===== config.mk =====
export PLATFORM = sky130hd
export DESIGN_NAME = capture_frequency_meter_top
export DESIGN_NICKNAME = d
export VERILOG_FILES = /design/src/rtl/cfm_pkg.sv /design/src/rtl/cfm_ctrl.sv /design/src/rtl/cfm_datapath.sv /design/src/rtl/capture_frequency_meter_top.sv
export SDC_FILE = /design/constraint.sdc
export NUM_CORES = 1
export LEC_CHECK = 0
export BUFFER_PORTS_ARGS = -buffer_cell sky130_fd_sc_hd__buf_2
export CAP_MARGIN = 20
export CORE_MARGIN = 3
export CORE_UTILIZATION = 55
export DETAILED_ROUTE_END_ITERATION = 12
export PLACE_DENSITY = 0.75
export SETUP_SLACK_MARGIN = 0.15
export SKIP_CTS_REPAIR_TIMING = 1
export SLEW_MARGIN = 15
export SYNTH_ARGS = -nofsm -noshare
export SYNTH_HDL_FRONTEND = slang
export SYNTH_SLANG_ARGS = --single-unit

===== constraint.sdc =====
create_clock -name clock -period 2.85 [get_ports clock]
set_input_delay 0.1425 -clock clock [delete_from_list [all_inputs] [get_ports clock]]
set_output_delay 0.1425 -clock clock [all_outputs]
set_load 0.01 [all_outputs]

===== src/rtl/cfm_pkg.sv =====
`timescale 1ns / 1ps
`default_nettype none
// ----------------------------------------------------------------------------
// cfm_pkg
// Types and constants shared by the capture frequency meter modules.
// ----------------------------------------------------------------------------
package cfm_pkg;

   localparam int unsigned DATA_W     = 16;
   localparam int unsigned STEP_CNT_W = 4;

   localparam logic [DATA_W-1:0]     TICK_RATE_RESET = 16'd62500;
   localparam logic [STEP_CNT_W-1:0] LAST_STEP       = 4'd15;

   localparam logic EVENT_CAPTURE  = 1'b0;
   localparam logic EVENT_OVERFLOW = 1'b1;

   typedef enum logic [1:0] {
      ST_IDLE,
      ST_DIVIDE,
      ST_PUBLISH
   } cfm_state_type;

   typedef struct packed {
      logic accept;
      logic div_step;
      logic div_last;
      logic publish;
   } cfm_cmd_type;

   typedef struct packed {
      logic overflow;
      logic period_zero;
   } cfm_status_type;

endpackage : cfm_pkg
`default_nettype wire


===== src/rtl/cfm_ctrl.sv =====
`timescale 1ns / 1ps
`default_nettype none
// ----------------------------------------------------------------------------
// cfm_ctrl
// Sequencer: takes a request, steps the divider unless it is an overflow or zero
// period, and hands the result to the output register.
// ----------------------------------------------------------------------------
module cfm_ctrl (
   input  wire                     clock,
   input  wire                     reset,
   input  wire                     req_tvalid,
   output logic                    req_tready,
   output logic                    rsp_tvalid,
   input  wire                     rsp_tready,
   input  cfm_pkg::cfm_status_type status,
   output cfm_pkg::cfm_cmd_type    cmd
);
   import cfm_pkg::*;

   cfm_state_type         state_ff, state_in;
   logic [STEP_CNT_W-1:0] step_ff, step_in;
   logic                  rsp_valid_ff, rsp_valid_in;

   always_ff @(posedge clock) begin
      if (reset) begin
         state_ff     <= ST_IDLE;
         step_ff      <= '0;
         rsp_valid_ff <= 1'b0;
      end else begin
         state_ff     <= state_in;
         step_ff      <= step_in;
         rsp_valid_ff <= rsp_valid_in;
      end
   end

   always_comb begin
      state_in   = state_ff;
      step_in    = step_ff;
      cmd        = '0;
      req_tready = 1'b0;
      unique case (state_ff)
         ST_IDLE: begin
            req_tready = 1'b1;
            if (req_tvalid) begin
               cmd.accept = 1'b1;
               step_in    = '0;
               if (status.overflow || status.period_zero) begin
                  state_in = ST_PUBLISH;
               end else begin
                  state_in = ST_DIVIDE;
               end
            end
         end
         ST_DIVIDE: begin
            cmd.div_step = 1'b1;
            step_in      = step_ff + 1'b1;
            if (step_ff == LAST_STEP) begin
               cmd.div_last = 1'b1;
               state_in     = ST_PUBLISH;
            end
         end
         ST_PUBLISH: begin
            // The result waits here only while the previous one is still unread.
            if (!rsp_valid_ff || rsp_tready) begin
               cmd.publish = 1'b1;
               state_in    = ST_IDLE;
            end
         end
         default: begin
            state_in = ST_IDLE;
         end
      endcase
   end

   always_comb begin
      if (cmd.publish) begin
         rsp_valid_in = 1'b1;
      end else if (rsp_tready) begin
         rsp_valid_in = 1'b0;
      end else begin
         rsp_valid_in = rsp_valid_ff;
      end
   end

   assign rsp_tvalid = rsp_valid_ff;

endmodule : cfm_ctrl
`default_nettype wire


===== src/rtl/cfm_datapath.sv =====
`timescale 1ns / 1ps
`default_nettype none
// ----------------------------------------------------------------------------
// cfm_datapath
// Capture state, period subtractor, restoring divider and output register.
// ----------------------------------------------------------------------------
module cfm_datapath (
   input  wire                            clock,
   input  wire                            reset,
   input  wire                            csr_we,
   input  wire  [cfm_pkg::DATA_W-1:0]     csr_wdata,
   input  wire                            req_tuser,
   input  wire  [cfm_pkg::DATA_W-1:0]     req_tdata,
   input  cfm_pkg::cfm_cmd_type           cmd,
   output cfm_pkg::cfm_status_type        status,
   output logic [2*cfm_pkg::DATA_W-1:0]   rsp_tdata
);
   import cfm_pkg::*;

   logic [DATA_W-1:0]   tick_rate_ff;
   logic [DATA_W-1:0]   prev_ff, prev_in;
   logic [DATA_W-1:0]   period_ff, period_in;
   logic [DATA_W-1:0]   freq_ff, freq_in;
   logic [DATA_W-1:0]   rem_ff, rem_in;
   logic [DATA_W-1:0]   quo_ff, quo_in;
   logic [2*DATA_W-1:0] out_ff;
   logic [DATA_W-1:0]   period_calc;
   logic [DATA_W:0]     shifted;
   logic [DATA_W:0]     diff;
   logic                fits;

   assign period_calc = req_tdata - prev_ff;

   assign status.overflow    = (req_tuser == EVENT_OVERFLOW);
   assign status.period_zero = (period_calc == '0);

   // One quotient bit a cycle; the partial remainder stays below the divisor.
   assign shifted = {rem_ff, quo_ff[DATA_W-1]};
   assign diff    = shifted - {1'b0, period_ff};
   assign fits    = (shifted >= {1'b0, period_ff});

   always_comb begin
      prev_in   = prev_ff;
      period_in = period_ff;
      freq_in   = freq_ff;
      rem_in    = rem_ff;
      quo_in    = quo_ff;
      if (cmd.accept) begin
         if (req_tuser == EVENT_CAPTURE) begin
            prev_in   = req_tdata;
            period_in = period_calc;
            rem_in    = '0;
            quo_in    = tick_rate_ff;
         end else begin
            prev_in = '0;
         end
      end
      if (cmd.div_step) begin
         rem_in = fits ? diff[DATA_W-1:0] : shifted[DATA_W-1:0];
         quo_in = {quo_ff[DATA_W-2:0], fits};
      end
      if (cmd.div_last) begin
         freq_in = quo_in;
      end
   end

   always_ff @(posedge clock) begin
      if (reset) begin
         tick_rate_ff <= TICK_RATE_RESET;
         prev_ff      <= '0;
         period_ff    <= '0;
         freq_ff      <= '0;
      end else begin
         if (csr_we) begin
            tick_rate_ff <= csr_wdata;
         end
         prev_ff   <= prev_in;
         period_ff <= period_in;
         freq_ff   <= freq_in;
      end
   end

   always_ff @(posedge clock) begin
      rem_ff <= rem_in;
      quo_ff <= quo_in;
      if (cmd.publish) begin
         out_ff <= {period_ff, freq_ff};
      end
   end

   assign rsp_tdata = out_ff;

endmodule : cfm_datapath
`default_nettype wire


===== src/rtl/capture_frequency_meter_top.sv =====
`timescale 1ns / 1ps
`default_nettype none
// ----------------------------------------------------------------------------
// capture_frequency_meter_top
// Input capture frequency meter: period between captures and tick_rate /
// period, reported once per timer event.
// ----------------------------------------------------------------------------
//  Channel   Direction  Contents
//  req_*     in         tuser event kind, tdata capture time
//  rsp_*     out        tdata frequency, period
//  csr_*     in         tick_rate write
//
//  A capture with a nonzero period is answered once the 16-step restoring
//  divider, one quotient bit a cycle, has run; an overflow or a zero-period
//  capture skips the divider. The next request is taken once the result is
//  published; an unread result holds the next one in the sequencer until
//  it is taken. Reset is synchronous; tick_rate returns to 62500, the
//  divider and output registers are not reset; all else returns to zero.
// ----------------------------------------------------------------------------
module capture_frequency_meter_top (
   input  wire         clock,
   input  wire         reset,
   input  wire         csr_we,
   input  wire  [15:0] csr_wdata,   // tick_rate
   input  wire         req_tvalid,
   output logic        req_tready,
   input  wire  [15:0] req_tdata,   // [15:0] capture_time
   input  wire         req_tuser,   // [0] event_kind
   output logic        rsp_tvalid,
   input  wire         rsp_tready,
   output logic [31:0] rsp_tdata    // [15:0] frequency, [31:16] period
);
   import cfm_pkg::*;

   cfm_cmd_type    cmd;
   cfm_status_type status;

   cfm_ctrl u_ctrl (
      .clock      (clock),
      .reset      (reset),
      .req_tvalid (req_tvalid),
      .req_tready (req_tready),
      .rsp_tvalid (rsp_tvalid),
      .rsp_tready (rsp_tready),
      .status     (status),
      .cmd        (cmd)
   );

   cfm_datapath u_datapath (
      .clock     (clock),
      .reset     (reset),
      .csr_we    (csr_we),
      .csr_wdata (csr_wdata),
      .req_tuser (req_tuser),
      .req_tdata (req_tdata),
      .cmd       (cmd),
      .status    (status),
      .rsp_tdata (rsp_tdata)
   );

endmodule : capture_frequency_meter_top
`default_nettype wire

Yosys cells after proc, flatten, opt, wreduce, memory -nomap -nowiden
Cells that the tools add are included.

Register bits: 135. Input port bits: 38.

Add/sub/neg operators: 3. Order comparisons: 1. Bitwise operators: 1. Eq/ne operators: 7. Multiplexer cells: 24. Reduce and logical (&&, ||, !) cells: 12.

Operator list (number): 16-bit two-way mux (8); 16-bit subtractor (2); 17-bit by 16-bit >= comparator with 1-bit output (1); 16-bit zero test (1); 2-bit two-way mux (5); 1-bit two-way mux (8); 4-bit one-hot mux with 2 select lines (1); 2-bit by 1-bit != test with 1-bit output (second input constant) (3); 2-bit one-hot mux with 3 select lines (1); 2-bit AND reduction (3); 2-bit nonzero test (3); 4-bit by 1-bit adder with 4-bit output (second input constant) (1); 4-bit == test (second input constant) (1); 4-bit two-way mux (1); 3-bit AND reduction (1); 2-bit by 1-bit == test with 1-bit output (second input constant) (1); 2-bit == test (second input constant) (1); 2-bit zero test (1); 1-bit logical OR (2); 2-bit != test (second input constant) (1); 1-bit zero test (1); 1-bit NOT (1).

Logic depth before layout (Yosys ltp)
Depth after elaboration: 6. Gate-level depth with buffers: 11. Mapped depth without buffers: 11.

Modules after synthesis
From an unflattened synthesis, not the netlist that was laid out.

Cells, all modules: 667. Area total of the unflattened synthesis: 6576.3 um^2.

Modules (own cells, without submodules): cfm_datapath (area an instance 6218.5 um^2, seq. area each 3042.9 um^2, cells each 626, times used 1); cfm_ctrl (area an instance 357.8 um^2, seq. area each 140.1 um^2, cells each 41, times used 1).

Least setup slack after synthesis
OpenSTA, ideal clock, no wires.

Kind: reg2reg. From: reg u_datapath.rem_ff[0]. To: reg u_datapath.rem_ff[5] (data pin). Cell stages (with the launch flop): 11. Buffers on the path: 1. Period minus slack after synthesis: 2.502 ns. Data arrival time: 2.236 ns. Path slack: 0.348 ns. Path through: edfxtp_1 ha_1 nor2b_1 o31a_1 o211ai_2 nand2_1 o2111a_1 o21ai_4 buf_6 mux2i_1 nor2_1.

Longest elaborated chain between the ends: 3. Elaborated cells on any way between the ends: 4.

RTL lines: from (decl) (RTL line cfm_datapath.sv:24) `logic [DATA_W-1:0] rem_ff, rem_in;`; from (signal assigned) (RTL line cfm_datapath.sv:84) `rem_ff <= rem_in;`; 16-bit subtractor / 17-bit by 16-bit >= comparator with 1-bit output (equally long branches) (RTL line cfm_datapath.sv:39, cfm_datapath.sv:40); 16-bit two-way mux (*) (RTL line cfm_datapath.sv:59) `rem_in = fits ? diff[DATA_W-1:0] : shifted[DATA_W-1:0];`; 16-bit two-way mux (*) (RTL line cfm_datapath.sv:58) `if (cmd.div_step) begin`.

Every way passes the cells marked *; elsewhere a longest branch is shown, timed or not. A chain may end at the register's enable or synchronous reset.

Worst setup path after layout
From: reg u_datapath.rem_ff[0]. To: reg u_datapath.rem_ff[10] (data pin).

Same word-level chain as after synthesis.

==> impl_metrics.env <==
export IMPL_register_area_mm2=0.003188
export IMPL_relSlewSlack_pct=37.79
export IMPL_ff2ff_setup_slack_ns=0.15
export IMPL_endpoint_kind="flop"
export IMPL_setup_viol=0
export IMPL_post_synth_top_area_fraction_pct=26.42
export IMPL_initial_core_util_pct=56.99
export IMPL_status="finished with violations"
export IMPL_r2r_end="u_datapath.rem_ff[10]"
export IMPL_vias_per_cell=5.642
export IMPL_die_area_mm2=0.01333
export IMPL_postRouteAntennaNets=0
export IMPL_syn_avg_cell_area_um2=9.244
export IMPL_power_leakage_uw=0.003156
export IMPL_cts_tree="built"
export IMPL_chipHeight_um=115.5
export IMPL_track_usage_pct=22.62
export IMPL_holdCritStartpoint="csr_wdata[6]"
export IMPL_fin_skew_ns=0.006634
export IMPL_final_cell_mix="nand2_1, nor2_1, dfxtp_1, buf_2, a21oi_1"
export IMPL_nets=874
export IMPL_drc_errors=0
export IMPL_gp_congestion=0.8643
export IMPL_cts_buffers=17
export IMPL_synth_area_mm2=0.006591
export IMPL_routedWlPerCell_um=15.89
export IMPL_drt_pass1_iter_count=5
export IMPL_drive_above_1_share_pct=17.30
export IMPL_dp_cells=903
export IMPL_cts_root_buf="clkbuf_16"
export IMPL_port_buffer_count=71
export IMPL_ys_types=60
export IMPL_core_mm2=0.01156
export IMPL_antenna_cells=0
export IMPL_worst_slack_ns=0.1530
export IMPL_finalHoldViolCount=3
export IMPL_cts_buffer_depth=2
export IMPL_synthFlopType="dfxtp_1"
export IMPL_synthTopCellsByArea="dfxtp_1, edfxtp_1, nand2_1, ha_1, nor2_1"
export IMPL_ys_ff_latch=135
export IMPL_slew_violations=0
export IMPL_layout_min_cycle_time_ns=2.697
export IMPL_maxCapViolations=0
export IMPL_drt_iter0_drc=446
export IMPL_chipWidth_um=115.5
export IMPL_min_to="u_datapath.tick_rate_ff[6]"
export IMPL_cts_htree_levels=4
export IMPL_grt_pass1_vias=4925
export IMPL_crit_fanout=7
export IMPL_synth_cells=713
export IMPL_failed_checks="negative hold slack"
export IMPL_holdWs_ns=-0.02226
export IMPL_nFillCells=869
export IMPL_numClockSinks=135
export IMPL_grt_pass1_wl_um=23800
export IMPL_antenna_found_initial=0
export IMPL_required_ns=3.00
export IMPL_tns_ns=0
export IMPL_yosysWarnings=0
export IMPL_synth_edff_count=48
export IMPL_p_per_area_mw_per_mm2=714.7
export IMPL_cts_reportedPaths_clkPinSlew_ns=0.06
export IMPL_io_pins=72
export IMPL_vias=5405
export IMPL_synthArstFlopShare_pct=0
export IMPL_tightest_slew_ns=0.9332
export IMPL_min_delay_path_class="primary input to flop"
export IMPL_worstRegToRegCells=10
export IMPL_r2r_start="u_datapath.rem_ff[0]"
export IMPL_rows=39
export IMPL_stdcell_count=958
export IMPL_seq_area_frac_synth_pct=48.29
export IMPL_fin_crit_sh_pct=94.63
export IMPL_dp_slack_ns=0.04458
export IMPL_grt_max_degree=53
export IMPL_fmax_mhz=370.8
export IMPL_rsz0062_at_grt="true"
export IMPL_arrival_ns=2.85
export IMPL_synth_nets=785
export IMPL_wirelength_um=15230
export IMPL_min_path_cells=3
export IMPL_clk_latency_ns=0.42
export IMPL_yosys_area_top_type="dfxtp_1"
export IMPL_timing_critical_path_from_type="flop"
export IMPL_vdd_drop_max_v=0.0003627
export IMPL_path_class="flop to flop"
export IMPL_overflow=0
export IMPL_dp_hpwl_um=10180
export IMPL_layout_commonest_cell="nand2_1"
export IMPL_multi_input_area_mm2=0.003209
export IMPL_areaGrowthSynthToFinish_pct=21.56
worst max-delay path by stage:
| stage | from | to | slack (ns) | depth (start not counted) |
|---|---|---|---|---|
| global route | u_datapath.period_ff[0] | u_datapath.rem_ff[14] | 0.03 | 10 |
| CTS | u_datapath.rem_ff[7] | u_datapath.rem_ff[5] | 0.01 | 10 |
| global placement | u_datapath.rem_ff[0] | u_datapath.rem_ff[5] | 0.21 | 10 |
| floorplan | u_datapath.rem_ff[0] | u_datapath.rem_ff[5] | 0.35 | 10 |
| detailed placement | u_datapath.rem_ff[7] | u_datapath.rem_ff[5] | 0.04 | 10 |
| finish | u_datapath.rem_ff[0] | u_datapath.rem_ff[10] | 0.15 | 10 |
cell type report:
cell class / count / area share (%)
clock buffer: 20 / 5.450
multi-input combinational: 508 / 40.05
timing repair buffer: 103 / 8.542
clock inverter: 12 / 2.202
sequential: 135 / 39.79
tap: 143 / 2.233
inverter: 37 / 1.733
cells in the mapped netlist (4+ instances only):
| master | count |
|---|---|
| o21ai_0 | 13 |
| o21a_1 | 11 |
| a211oi_1 | 7 |
| nor2_1 | 97 |
| o31a_1 | 4 |
| edfxtp_1 | 48 |
| a22oi_1 | 16 |
| a31oi_1 | 17 |
| inv_1 | 36 |
| dfxtp_1 | 87 |
| a211o_1 | 9 |
| mux2i_1 | 22 |
| and3_1 | 4 |
| clkbuf_1 | 27 |
| nand3_1 | 11 |
| nand2b_1 | 6 |
| xnor2_1 | 14 |
| xor2_1 | 7 |
| or2_1 | 4 |
| ha_1 | 32 |
| nor2b_1 | 15 |
| a21oi_1 | 55 |
| nor3_1 | 8 |
| nand2_1 | 110 |
per-layer routing:
metal	track usage [%]	up-vias	part of all wire [%]	routed length [µm]
li1	-	2673	-	-
met1	31.34	2524	45	6784
met2	35.34	185	47	7201
met3	5.587	23	6.6	1000
met4	6.886	0	1.6	240
met5	0	-	0	0
where the power goes:
| group | internal (µW) | leakage (µW) | switching [µW] | total (µW) |
|---|---|---|---|---|
| combinational | 524 | 0.00168 | 643 | 1170 |
| clock | 1460 | 0.000298 | 805 | 2270 |
| sequential | 2170 | 0.00118 | 119 | 2290 |
flip-flops by register name (all words and copies together) (netlist names):
name / flops
u_ctrl.state_ff: 2
u_ctrl.step_ff: 4
u_datapath.rem_ff: 16
u_datapath.freq_ff: 16
u_datapath.period_ff: 16
u_datapath.rsp_tdata: 32
u_datapath.quo_ff: 16
u_ctrl.rsp_tvalid: 1
u_datapath.tick_rate_ff: 16
u_datapath.prev_ff: 16
worst max-delay path, stage by stage, from the launching register on:
cell and delay, ns:
edfxtp_1 0.45, ha_4 0.26, nor2b_4 0.13, o31a_1 0.33
o211ai_2 0.20, nand2_2 0.08, o2111a_1 0.27, o21ai_4 0.24
buf_6 0.20, mux2i_1 0.22, nor2_1 0.05
logic make-up (layout without fill, tap and decap cells):
kind of cell / Yosys count / in the layout / share of synthesized area (%)
AND/OR/NAND/NOR: 277 / 277 / 18.60
buffers and inverters: 70 / 172 / 4.233
AO/OA/AOI/OAI: 154 / 154 / 16.06
multiplexers: 22 / 22 / 3.341
flip-flops: 135 / 135 / 48.29
XOR/XNOR: 21 / 21 / 2.790
adder cells (fa/ha/maj): 34 / 34 / 6.682
stage by stage:
stage | total power [µW] | util (%) | hold WS [ns] | instance area [µm²]
final | 5726 | 69.28 | -0.02226 | 8013
after global routing | 5978 | 69.28 | 0.007700 | 8013
after CTS | 5622 | 66.31 | -0.08162 | 7669
after detailed placement | 3346 | 61.01 | 0.3567 | 7056
after global placement | 3307 | 61.01 | 0.3500 | 7056
after floorplan | 3098 | - | 0.2604 | 6591
No activity file was read; power rests on OpenSTA's default activity.
